**config.mk**
```make
export PLATFORM = sky130hd
export DESIGN_NAME = piv_csr
export DESIGN_NICKNAME = d
export VERILOG_FILES = /design/src/rtl/piv_pkg.sv /design/src/rtl/piv_csr.sv
export SDC_FILE = /design/constraint.sdc
export NUM_CORES = 1
export LEC_CHECK = 0
export BUFFER_PORTS_ARGS = -buffer_cell sky130_fd_sc_hd__buf_2
export CORE_MARGIN = 2
export CORE_UTILIZATION = 40
export DETAILED_ROUTE_END_ITERATION = 16
export GPL_TIMING_DRIVEN = 0
export PLACE_DENSITY_LB_ADDON = 0.3
export SYNTH_ARGS = -nofsm -noshare
export SYNTH_HDL_FRONTEND = slang
export SYNTH_SLANG_ARGS = --single-unit
```
**constraint.sdc**
```tcl
create_clock -name clock -period 1.4 [get_ports clock]
set_clock_uncertainty 0.05 [all_clocks]
set_input_delay 0 -clock clock [delete_from_list [all_inputs] [get_ports clock]]
set_output_delay 0 -clock clock [all_outputs]
set_load 0.05 [all_outputs]
```
**src/rtl/piv_pkg.sv**
```systemverilog
// ----------------------------------------------------------------------------
// Parabolic inlet velocity: shared types and constants
// Register map, configuration bundle and the payload structs that pass
// between the pipeline sections.
// ----------------------------------------------------------------------------
package piv_pkg;

   // Width of the register index on the configuration port.
   localparam int CsrIndexW = 4;

   // Fraction bits of the Q2.14 normal components.
   localparam int NormFracW = 14;

   // Reset values of the registers that do not clear to zero.
   localparam logic [15:0] NormalXReset   = 16'd16384;
   localparam logic [31:0] InvRadiusReset = 32'd65536;

   // Register indexes on the configuration port.
   typedef enum logic [CsrIndexW-1:0] {
      CSR_NORMAL_X      = 4'd0,
      CSR_NORMAL_Y      = 4'd1,
      CSR_NORMAL_Z      = 4'd2,
      CSR_CENTER_X      = 4'd3,
      CSR_CENTER_Y      = 4'd4,
      CSR_CENTER_Z      = 4'd5,
      CSR_INV_RADIUS_SQ = 4'd6,
      CSR_PEAK_SPEED    = 4'd7
   } csr_index_type;

   // Live configuration: normal (Q2.14), centre (Q16.16), 1/r^2, peak speed.
   typedef struct packed {
      logic [2:0][15:0] normal;
      logic [2:0][31:0] center;
      logic [31:0]      inv_radius_sq;
      logic [30:0]      peak_speed;
   } cfg_type;

   // Distance section result: per-axis magnitude and a far-away flag.
   typedef struct packed {
      logic [2:0][30:0] mag;
      logic             far;
   } dist_type;

   // Ratio section result: profile fraction (Q.32, at most 1.0) and inside flag.
   typedef struct packed {
      logic [32:0] frac;
      logic        in_radius;
   } ratio_type;

endpackage

```
**src/rtl/piv_csr.sv**
```systemverilog
// ----------------------------------------------------------------------------
// Parabolic inlet velocity: configuration registers
// Holds the inlet normal, centre, inverse squared radius and peak speed.
// ----------------------------------------------------------------------------
module piv_csr (
   input  logic                           clock,
   input  logic                           reset,
   input  logic                           csr_valid,
   output logic                           csr_ready,
   input  logic [piv_pkg::CsrIndexW-1:0]  csr_index,
   input  logic [31:0]                    csr_data,
   output piv_pkg::cfg_type               cfg
);
   import piv_pkg::*;

   cfg_type cfg_ff;
   cfg_type cfg_in;

   // Writes are always taken.
   assign csr_ready = 1'b1;
   assign cfg       = cfg_ff;

   // Decode the register index; unknown indexes leave everything unchanged.
   always_comb begin
      cfg_in = cfg_ff;
      if (csr_valid) begin
         unique case (csr_index_type'(csr_index))
            CSR_NORMAL_X:      cfg_in.normal[0]     = csr_data[15:0];
            CSR_NORMAL_Y:      cfg_in.normal[1]     = csr_data[15:0];
            CSR_NORMAL_Z:      cfg_in.normal[2]     = csr_data[15:0];
            CSR_CENTER_X:      cfg_in.center[0]     = csr_data;
            CSR_CENTER_Y:      cfg_in.center[1]     = csr_data;
            CSR_CENTER_Z:      cfg_in.center[2]     = csr_data;
            CSR_INV_RADIUS_SQ: cfg_in.inv_radius_sq = csr_data;
            CSR_PEAK_SPEED:    cfg_in.peak_speed    = csr_data[30:0];
            default:           cfg_in = cfg_ff;
         endcase
      end
   end

   // Register file with reset values.
   always_ff @(posedge clock) begin
      if (reset) begin
         cfg_ff.normal        <= {16'd0, 16'd0, NormalXReset};
         cfg_ff.center        <= '0;
         cfg_ff.inv_radius_sq <= InvRadiusReset;
         cfg_ff.peak_speed    <= '0;
      end else begin
         cfg_ff <= cfg_in;
      end
   end

endmodule

```
==> results of run 1 <==
==> repair_timing <==
item / CTS / global route
endpoints found under the hold margin: 144 / 0
setup buffers: 0 / 4
gates resized for setup: 0 / 2
hold buffers: 28 / 0
endpoints found under the setup margin: 0 / 29
==> how the worst max path moves through the flow <==
stage          endpoint  cells after the start  slack [ps]
2_1_floorplan   cfg[84]                      5         350
3_3_place_gp    cfg[97]                      6        -270
3_5_place_dp    cfg[97]                      6        -270
4_1_cts         cfg[84]                      7          20
5_1_grt        cfg[106]                      7           9
6_report        cfg[69]                      7         100
==> worst min-delay path: cells and delay by family <==
kind / cells / cell delay [ps]
buffers and inverters: 2 / 300
muxes: 1 / 170
and+or+nand+nor: 1 / 40
==> metal layers <==
layer	global-route usage	share of wire	vias up
li1	-	-	3008
met1	0.259	0.45	2879
met2	0.333	0.47	186
met3	0.0512	0.069	26
met4	0.0442	0.016	0
met5	0	0	-
==> layout make-up <==
class,instances,share of cell area
Clock buffer,34,0.0632
Tap cell,270,0.0311
Timing Repair Buffer,277,0.143
Clock inverter,4,0.00483
Buffer,62,0.0368
Multi-Input combinational cell,464,0.340
Sequential cell,207,0.381
==> Yosys cell counts, drive strengths merged <==
cell type	instances	area, um^2
nor3b	1	18.8
and3	1	6.26
buf	29	273
nor2b	1	6.26
and2	1	7.51
clkbuf	33	124
conb	1	3.75
nand3	2	20.0
nand2	6	35.0
and3b	1	10.0
mux2i	207	2070
dfxtp	207	4140
and2b	1	7.51
nor2	5	18.8
nand2b	237	1480
==> power breakdown <==
group | switching, mW | internal, mW
clock | 2.34 | 3.56
sequential | 0.0393 | 5.97
combinational | 0.661 | 0.383
==> cell families after synthesis <==
family                 synth area share
and+or+nand+nor                   0.196
DFF                               0.504
muxes                             0.252
buffers and inverters            0.0482
other                          0.000456
==> impl_metrics.toml, run 1 <==
[run_status]
status = "finished with violations"
violations = "negative hold slack"

[yosys]
ys_warn_count = 0
avgSynthCellArea_um2 = 11.2
syn_nets = 772
synthCells = 733
ys_seq_area_frac = 0.504
synthesis.area_um2 = 8230
synth_cell_types = 21
synth-seq-cells = 207

[cts]
cts.sinks = 207
htree_levels = 1
cts_tree = "yes"
cts_buffer_depth = 3
cts_buffers = 23
cts-root-buf = "clkbuf_16"
clkSlewWorstSetupHoldPaths_ps = 60
worstSkewPairLatency_ps = 510

[sta]
setup_viol_count_final = 0
fin_tns_setup_ps = 0
worst_slew_pin_slew_ps = 612
hold_viol_final = 4
setup_ws_ps = 98.6
fin_crit_sh = 0.930
layout_min_cycle_time_ps = 1300
hold_ws_ps = -3.94
grt_setup_unrepaired = "no"
finalMaxSlewViolations = 0
max_freq_ghz = 0.768
timing.slew.headroom = 0.592

[placed_design]
place.port_buffers = 245
place_hpwl_um = 16000
placed_area_um2 = 9790
dp_cells = 1248
place.gp.congestion = 0.721
dp_slack_ps = -273

[worst_setup_path]
slowest_delay_ps = 530
worst_setup_path_start_kind = "primary input"
r2r_start = "cfg[54]"
critical_path.cell_chain = "dlygate4sd3_1 -> buf_2 -> nor3b_4 -> buf_4 -> nand3_2 -> buf_6 -> mux2i_1"
rr_worst_depth = 2
critPathRequiredTime_ps = 1720
cp.arrival_ps = 1620
worst-path-buf-inv = 4
r2r_end = "cfg[54]"
critPathTopFamily = "buffers and inverters"
crit_slowest_cell = "dlygate4sd3_1"
cp_max_fo = 10
crit_start = "csr_index[3]"
critPathKind = "primary input to flip-flop"
regToRegSetupSlack_ps = 720
critPathCaptureType = "flip-flop"

[finish]
final_layout_size_suffix_gt1_frac = 0.303
nFillCells = 1817
fin_area_um2 = 10900
stdcell_count = 1318
nets = 1074
multi_input_area_um2 = 3690
layout.cells.most_common = "buf_2"
largest_reg_flops = 207
post-route-util = 0.537
syn2layout_area_growth_pct = 32.1
regArea_um2 = 4140
final_cell_mix = "buf_2, nand2b_1, mux2i_1, dfxtp_1, clkbuf_1"
n_antenna_cell = 0

[grt]
grt_overflow = 0
grt_pass1_vias = 6104
grt_start_max_net_pins = 13
antenna_found_initial = 1
grt_pass1_wl_um = 34200
grt_usage = 0.198

[routing]
first_pass_iters = 4
viasPerCell = 4.63
ant_nets = 0
drtIter0Drc = 171
via_count = 6099
drt-total-wl_um = 22300
routedWlPerCell_um = 16.9
drc = 0

[power_and_ir_drop]
peakVddDrop_v = 0.000744
total_power_mw = 12.9
leakage_nw = 5.83
power_density_nw_per_um2 = 1190

[floorplanning]
coreArea_um2 = 20200
dieArea_um2 = 21700
die_h_um = 147
core.rowCount = 52
die_x_um = 147
start_util = 0.407
ios = 247

[worst_hold_path]
min_to = "cfg[129]"
min_delay_path_depth = 4
hold_path.class = "primary input to flip-flop"
holdCritStartpoint = "csr_data[2]"

[run]
cap_violations = 0
(Power assumes the default switching activity.)
==> inputs of run 2 (changes only) <==
Settings changed: ABC_AREA set to 1.
==> run 2 against run 1 <==
  * The flow now finishes without violations
  * Clock-buffer cell count grew 2
  * Setup slack got worse by 51 ps
  * Die area shrank 2.1%
  * Sequential power increased by 1%
  * Sequential share of layout area grew 0.053 points
  * Clock power increased by 1%
  * Power increased by 4.7%
  * Global-route usage up 3.5 points
  * Register-to-register slack worse by 530 ps
  * Critical path type unchanged
  * Largest cell class unchanged
  * Highest routed layer is now met5
==> impl_metrics.toml, run 2 <==
[finish]
stdcell_count = 1801
final_cell_mix = "nor2_1, nand2_1, buf_2"
fin_area_um2 = 10900
largest_reg_flops = 207
nFillCells = 1982
syn2layout_area_growth_pct = 34.8
layout.cells.most_common = "nor2_1"
final_layout_size_suffix_gt1_frac = 0.213
nets = 1559

[cts]
cts_buffer_depth = 3
worstSkewPairLatency_ps = 500
htree_levels = 1
post_cts_buffers = 0
cts.sinks = 207
clkSlewWorstSetupHoldPaths_ps = 60
cts_tree = "yes"
cts_buffers = 22
cts-root-buf = "clkbuf_16"

[yosys]
synthCells = 1202
synthTopCellsByArea = "dfxtp_1, nor2_1, nand2_1"
synth-edff-count = 0
ys_warn_count = 0
synth_top_area_frac = 0.515
synth_largest_area_cell = "dfxtp_1"
synth.most_common_cell = "nor2_1"
ys_dominant_reg_cell = "dfxtp_1"
async_flop_share = 0
syn_nets = 1241
synth_common_cells = "nor2_1, nand2_1, dfxtp_1, inv_1, buf_2"
synth_cell_types = 16
avgSynthCellArea_um2 = 6.70
synth-seq-cells = 207
ys_seq_area_frac = 0.515
synthesis.area_um2 = 8050

[sta]
grt_setup_unrepaired = "no"
setup_viol_count_final = 0
finalMaxSlewViolations = 0
hold_viol_final = 0
layout_min_cycle_time_ps = 1350
fin_crit_sh = 0.966
fin_tns_setup_ps = 0
worst_slew_pin_slew_ps = 645
max_freq_ghz = 0.739
timing.slew.headroom = 0.570

[routing]
ant_nets = 0
via_count = 8182
drt-total-wl_um = 25700
drc = 0
viasPerCell = 4.54
routedWlPerCell_um = 14.2
first_pass_iters = 7
drtIter0Drc = 449

[worst_hold_path]
hold_path.class = "primary input to flip-flop"

[placed_design]
place.gp.congestion = 0.857
place.port_buffers = 245
placed_area_um2 = 9610
dp_cells = 1712
place_hpwl_um = 18600

[worst_setup_path]
crit_slowest_cell = "dlygate4sd3_1"
critPathKind = "primary input to flip-flop"
cp.arrival_ps = 1700
slowest_delay_ps = 570
worst_setup_path_start_kind = "primary input"
critPathCaptureType = "flip-flop"
path_common_cell = "nand2_1"
critPathRequiredTime_ps = 1750
cp_max_fo = 10
critical_path.cell_chain = "buf_2 -> dlygate4sd3_1 -> nand2_1 -> nor2_4 -> buf_2 -> nand2_1 -> nand2_1 -> nor2_1"

[grt]
grt_start_max_net_pins = 14
antenna_found_initial = 4
grt_pass1_vias = 7636
grt_overflow = 0
grt_usage = 0.234
grt_pass1_wl_um = 40200

[power_and_ir_drop]
total_power_mw = 13.6
peakVddDrop_v = 0.000856
power_density_nw_per_um2 = 1250
leakage_nw = 5.71

[floorplanning]
core.rowCount = 51
ios = 247
die_x_um = 146
die_h_um = 146
start_util = 0.411
dieArea_um2 = 21300
coreArea_um2 = 19600

[run_status]
status = "finished, final reports clean"

[run]
cap_violations = 0
[run 2: timing repair]
item	CTS	global route
hold buffers	49	0
setup endpoints to repair	0	12
endpoints found under the hold margin	188	0
gates resized for setup	0	4
[run 2: area by class of cell]
class,count,area (um^2),area share
diodes,2,5.00,0.000461
inverters,84,315,0.0290
clock inverters,2,38.8,0.00357
repair buffers,294,1720,0.158
flip-flops and latches,207,4140,0.382
well taps,265,332,0.0305
clock buffers,36,704,0.0649
multi-input cells,846,3300,0.304
plain buffers,65,300,0.0277
[run 2: cell families after synthesis]
kind of cell,synth area share
and+or+nand+nor,0.408
DFF,0.515
buffers and inverters,0.0760
AOI/OAI and AO/OA,0.000621
other,0.000466
[run 2: layer usage]
layer  wire [um]  global-route usage  vias to the layer above
met1       11300               0.304                     3638
met4         915              0.0907                        2
met5          13                   0                        -
met3        1870              0.0524                       64
li1            -                   -                     4200
met2       11600               0.378                      278
[run 2: final timing paths]
| path | from | end | slack, ps | cells past startpoint |
|---|---|---|---|---|
| worst min-delay path | reset | cfg[173] | 9 | 4 |
| worst min register to register | cfg[173] | cfg[173] | 420 | 2 |
| worst max-delay path | csr_index[0] | cfg[150] | 50 | 8 |
| worst max register to register | cfg[161] | cfg[161] | 190 | 5 |
[run 2: critical path, delay by kind of cell]
family | cells | cell delay (ps)
AND/OR/NAND/NOR | 5 | 720
buffers and inverters | 3 | 980
[run 2: where the power goes]
part | total [mW] | switching, mW | internal [mW] | leakage (nW)
logic | 1.49 | 1.08 | 0.404 | 3.67
registers | 6.09 | 0.0687 | 6.02 | 1.68
clock network | 5.98 | 2.38 | 3.60 | 0.365
total | 13.6 | 3.53 | 10.0 | 5.71
[run 2: stage by stage]
| stage | hold WS (ps) | util | worst slack, ps |
|---|---|---|---|
| global route | 40.5 | 0.554 | 7.11 |
| global placement | 190 | 0.491 | -194 |
| CTS | 5.74 | 0.554 | 42.1 |
| detailed placement | 207 | 0.491 | -217 |
| finish | 9.47 | 0.554 | 47.6 |
| floorplan | 76.2 | - | 420 |
==> inputs of run 3 (changes only) <==
Settings changed: ABC_CLOCK_PERIOD_IN_PS set to 1400, RECOVER_POWER set to 100.
==> run 3 against run 2 <==
  * Register-to-register slack about the same
  * Power down 0.13%
  * Via count up 0.50%
  * Global-route usage unchanged
  * Final area down 0.20%
  * Clock power about the same
  * Sequential power about the same
  * Combinational power about the same
  * Largest power group unchanged
==> impl_metrics.toml, run 3 (synthesis gave the netlist of run 2 again) <==
[grt]
grt_overflow = 0
grt_start_max_net_pins = 14
grt_pass1_vias = 7636
grt_pass1_wl_um = 40200
antenna_found_initial = 4
grt_usage = 0.234

[worst_setup_path]
critPathCaptureType = "flip-flop"
critPathRequiredTime_ps = 1750
cp-endpoint = "cfg[150]"
critPathKind = "primary input to flip-flop"
crit_start = "csr_index[0]"
cp.arrival_ps = 1700
r2r_start = "cfg[161]"
slowest_delay_ps = 570
regToRegSetupSlack_ps = 180
critical_path.cell_chain = "buf_2 -> dlygate4sd3_1 -> nand2_1 -> nor2_4 -> buf_2 -> nand2_1 -> nand2_1 -> nor2_1"
crit_slowest_cell = "dlygate4sd3_1"
rr_worst_depth = 5
worst_setup_path_start_kind = "primary input"
path_common_cell = "nand2_1"
cp_max_fo = 10
r2r_end = "cfg[161]"

[sta]
layout_min_cycle_time_ps = 1350
hold_viol_final = 0
fin_crit_sh = 0.964
timing.slew.headroom = 0.489
fin_tns_setup_ps = 0
grt_setup_unrepaired = "no"
worst_slew_pin_slew_ps = 764
finalMaxSlewViolations = 0
max_freq_ghz = 0.741
setup_viol_count_final = 0

[cts]
worstSkewPairLatency_ps = 500
cts_buffers = 22
htree_levels = 1
cts.sinks = 207
clkSlewWorstSetupHoldPaths_ps = 60
cts_buffer_depth = 3
cts_tree = "yes"
cts-root-buf = "clkbuf_16"

[routing]
via_count = 8223
first_pass_iters = 5
routedWlPerCell_um = 14.2
ant_nets = 0
viasPerCell = 4.57
drc = 0
drt-total-wl_um = 25600
drtIter0Drc = 431

[placed_design]
place_hpwl_um = 18600
place.port_buffers = 245
placed_area_um2 = 9610
place.gp.congestion = 0.857

[floorplanning]
coreArea_um2 = 19600
start_util = 0.411
die_h_um = 146
ios = 247
core.rowCount = 51
dieArea_um2 = 21300
die_x_um = 146

[power_and_ir_drop]
leakage_nw = 5.51
peakVddDrop_v = 0.000851
power_density_nw_per_um2 = 1250

[finish]
layout.cells.most_common = "nor2_1"
nFillCells = 1986
syn2layout_area_growth_pct = 34.5
largest_reg_flops = 207
fin_area_um2 = 10800
final_cell_mix = "nor2_1, nand2_1, clkbuf_2"
nets = 1559
final_layout_size_suffix_gt1_frac = 0.207

[run]
cap_violations = 0

[worst_hold_path]
hold_path.class = "primary input to flip-flop"

[run_status]
status = "finished, final reports clean"
run 3: routing by layer:
layer / share of wire / wire (um) / track usage
met4: 0.036 / 917 / 0.0907
met2: 0.45 / 11600 / 0.378
met3: 0.071 / 1820 / 0.0524
met5: 0.00051 / 13 / 0
met1: 0.44 / 11200 / 0.304
run 3: critical path: cells and delay by family:
family        cells  cell delay (ps)
buf+inv           3              990
simple gates      5              710
run 3: final cells by class:
class                   count  area (um^2)  share of cell area
well taps                 265          332              0.0306
repair buffers            294         1720               0.158
plain buffers              65          295              0.0273
diodes                      2         5.00            0.000462
inverters                  84          315              0.0291
multi-input cells         846         3290               0.303
clock buffers              36          704              0.0650
clock inverters             2         38.8             0.00358
flip-flops and latches    207         4140               0.382
run 3: worst min-delay path by stage:
| stage | startpoint | endpoint | slack (ps) | depth (start not counted) |
|---|---|---|---|---|
| final | csr_index[1] | cfg[195] | 8 | 5 |
| after detailed placement | csr_data[17] | cfg[80] | 210 | 3 |
| after floorplan | csr_data[16] | cfg[47] | 80 | 2 |
| after global placement | csr_data[19] | cfg[82] | 190 | 3 |
| after global routing | csr_index[1] | cfg[194] | 20 | 5 |
| after CTS | csr_index[1] | cfg[193] | 6 | 5 |
run 3: repair_timing:
item	CTS	global route
endpoints found under the setup margin	0	12
hold buffers	49	0
setup buffers	0	0
gates resized for setup	0	4
hold endpoints to repair	188	0
run 3: report_power, final:
part | switching (mW) | internal [mW] | total, mW
logic | 1.08 | 0.398 | 1.48
clock network | 2.36 | 3.60 | 5.96
registers | 0.0739 | 6.02 | 6.09
total | 3.52 | 10.0 | 13.5
run 3: metrics by stage:
stage / util / setup WS [ps] / total power [mW] / std cells / hold WS, ps
2_1_floorplan: - / 420 / 7.18 / 1202 / 76.2
3_3_place_gp: 0.491 / -194 / 7.58 / 1712 / 190
3_5_place_dp: 0.491 / -217 / 7.59 / 1712 / 207
4_1_cts: 0.554 / 42.1 / 13.6 / 1799 / 5.74
5_1_grt: 0.553 / 4.46 / 14.0 / 1801 / 19.0
6_report: 0.553 / 50.4 / 13.5 / 1801 / 7.72
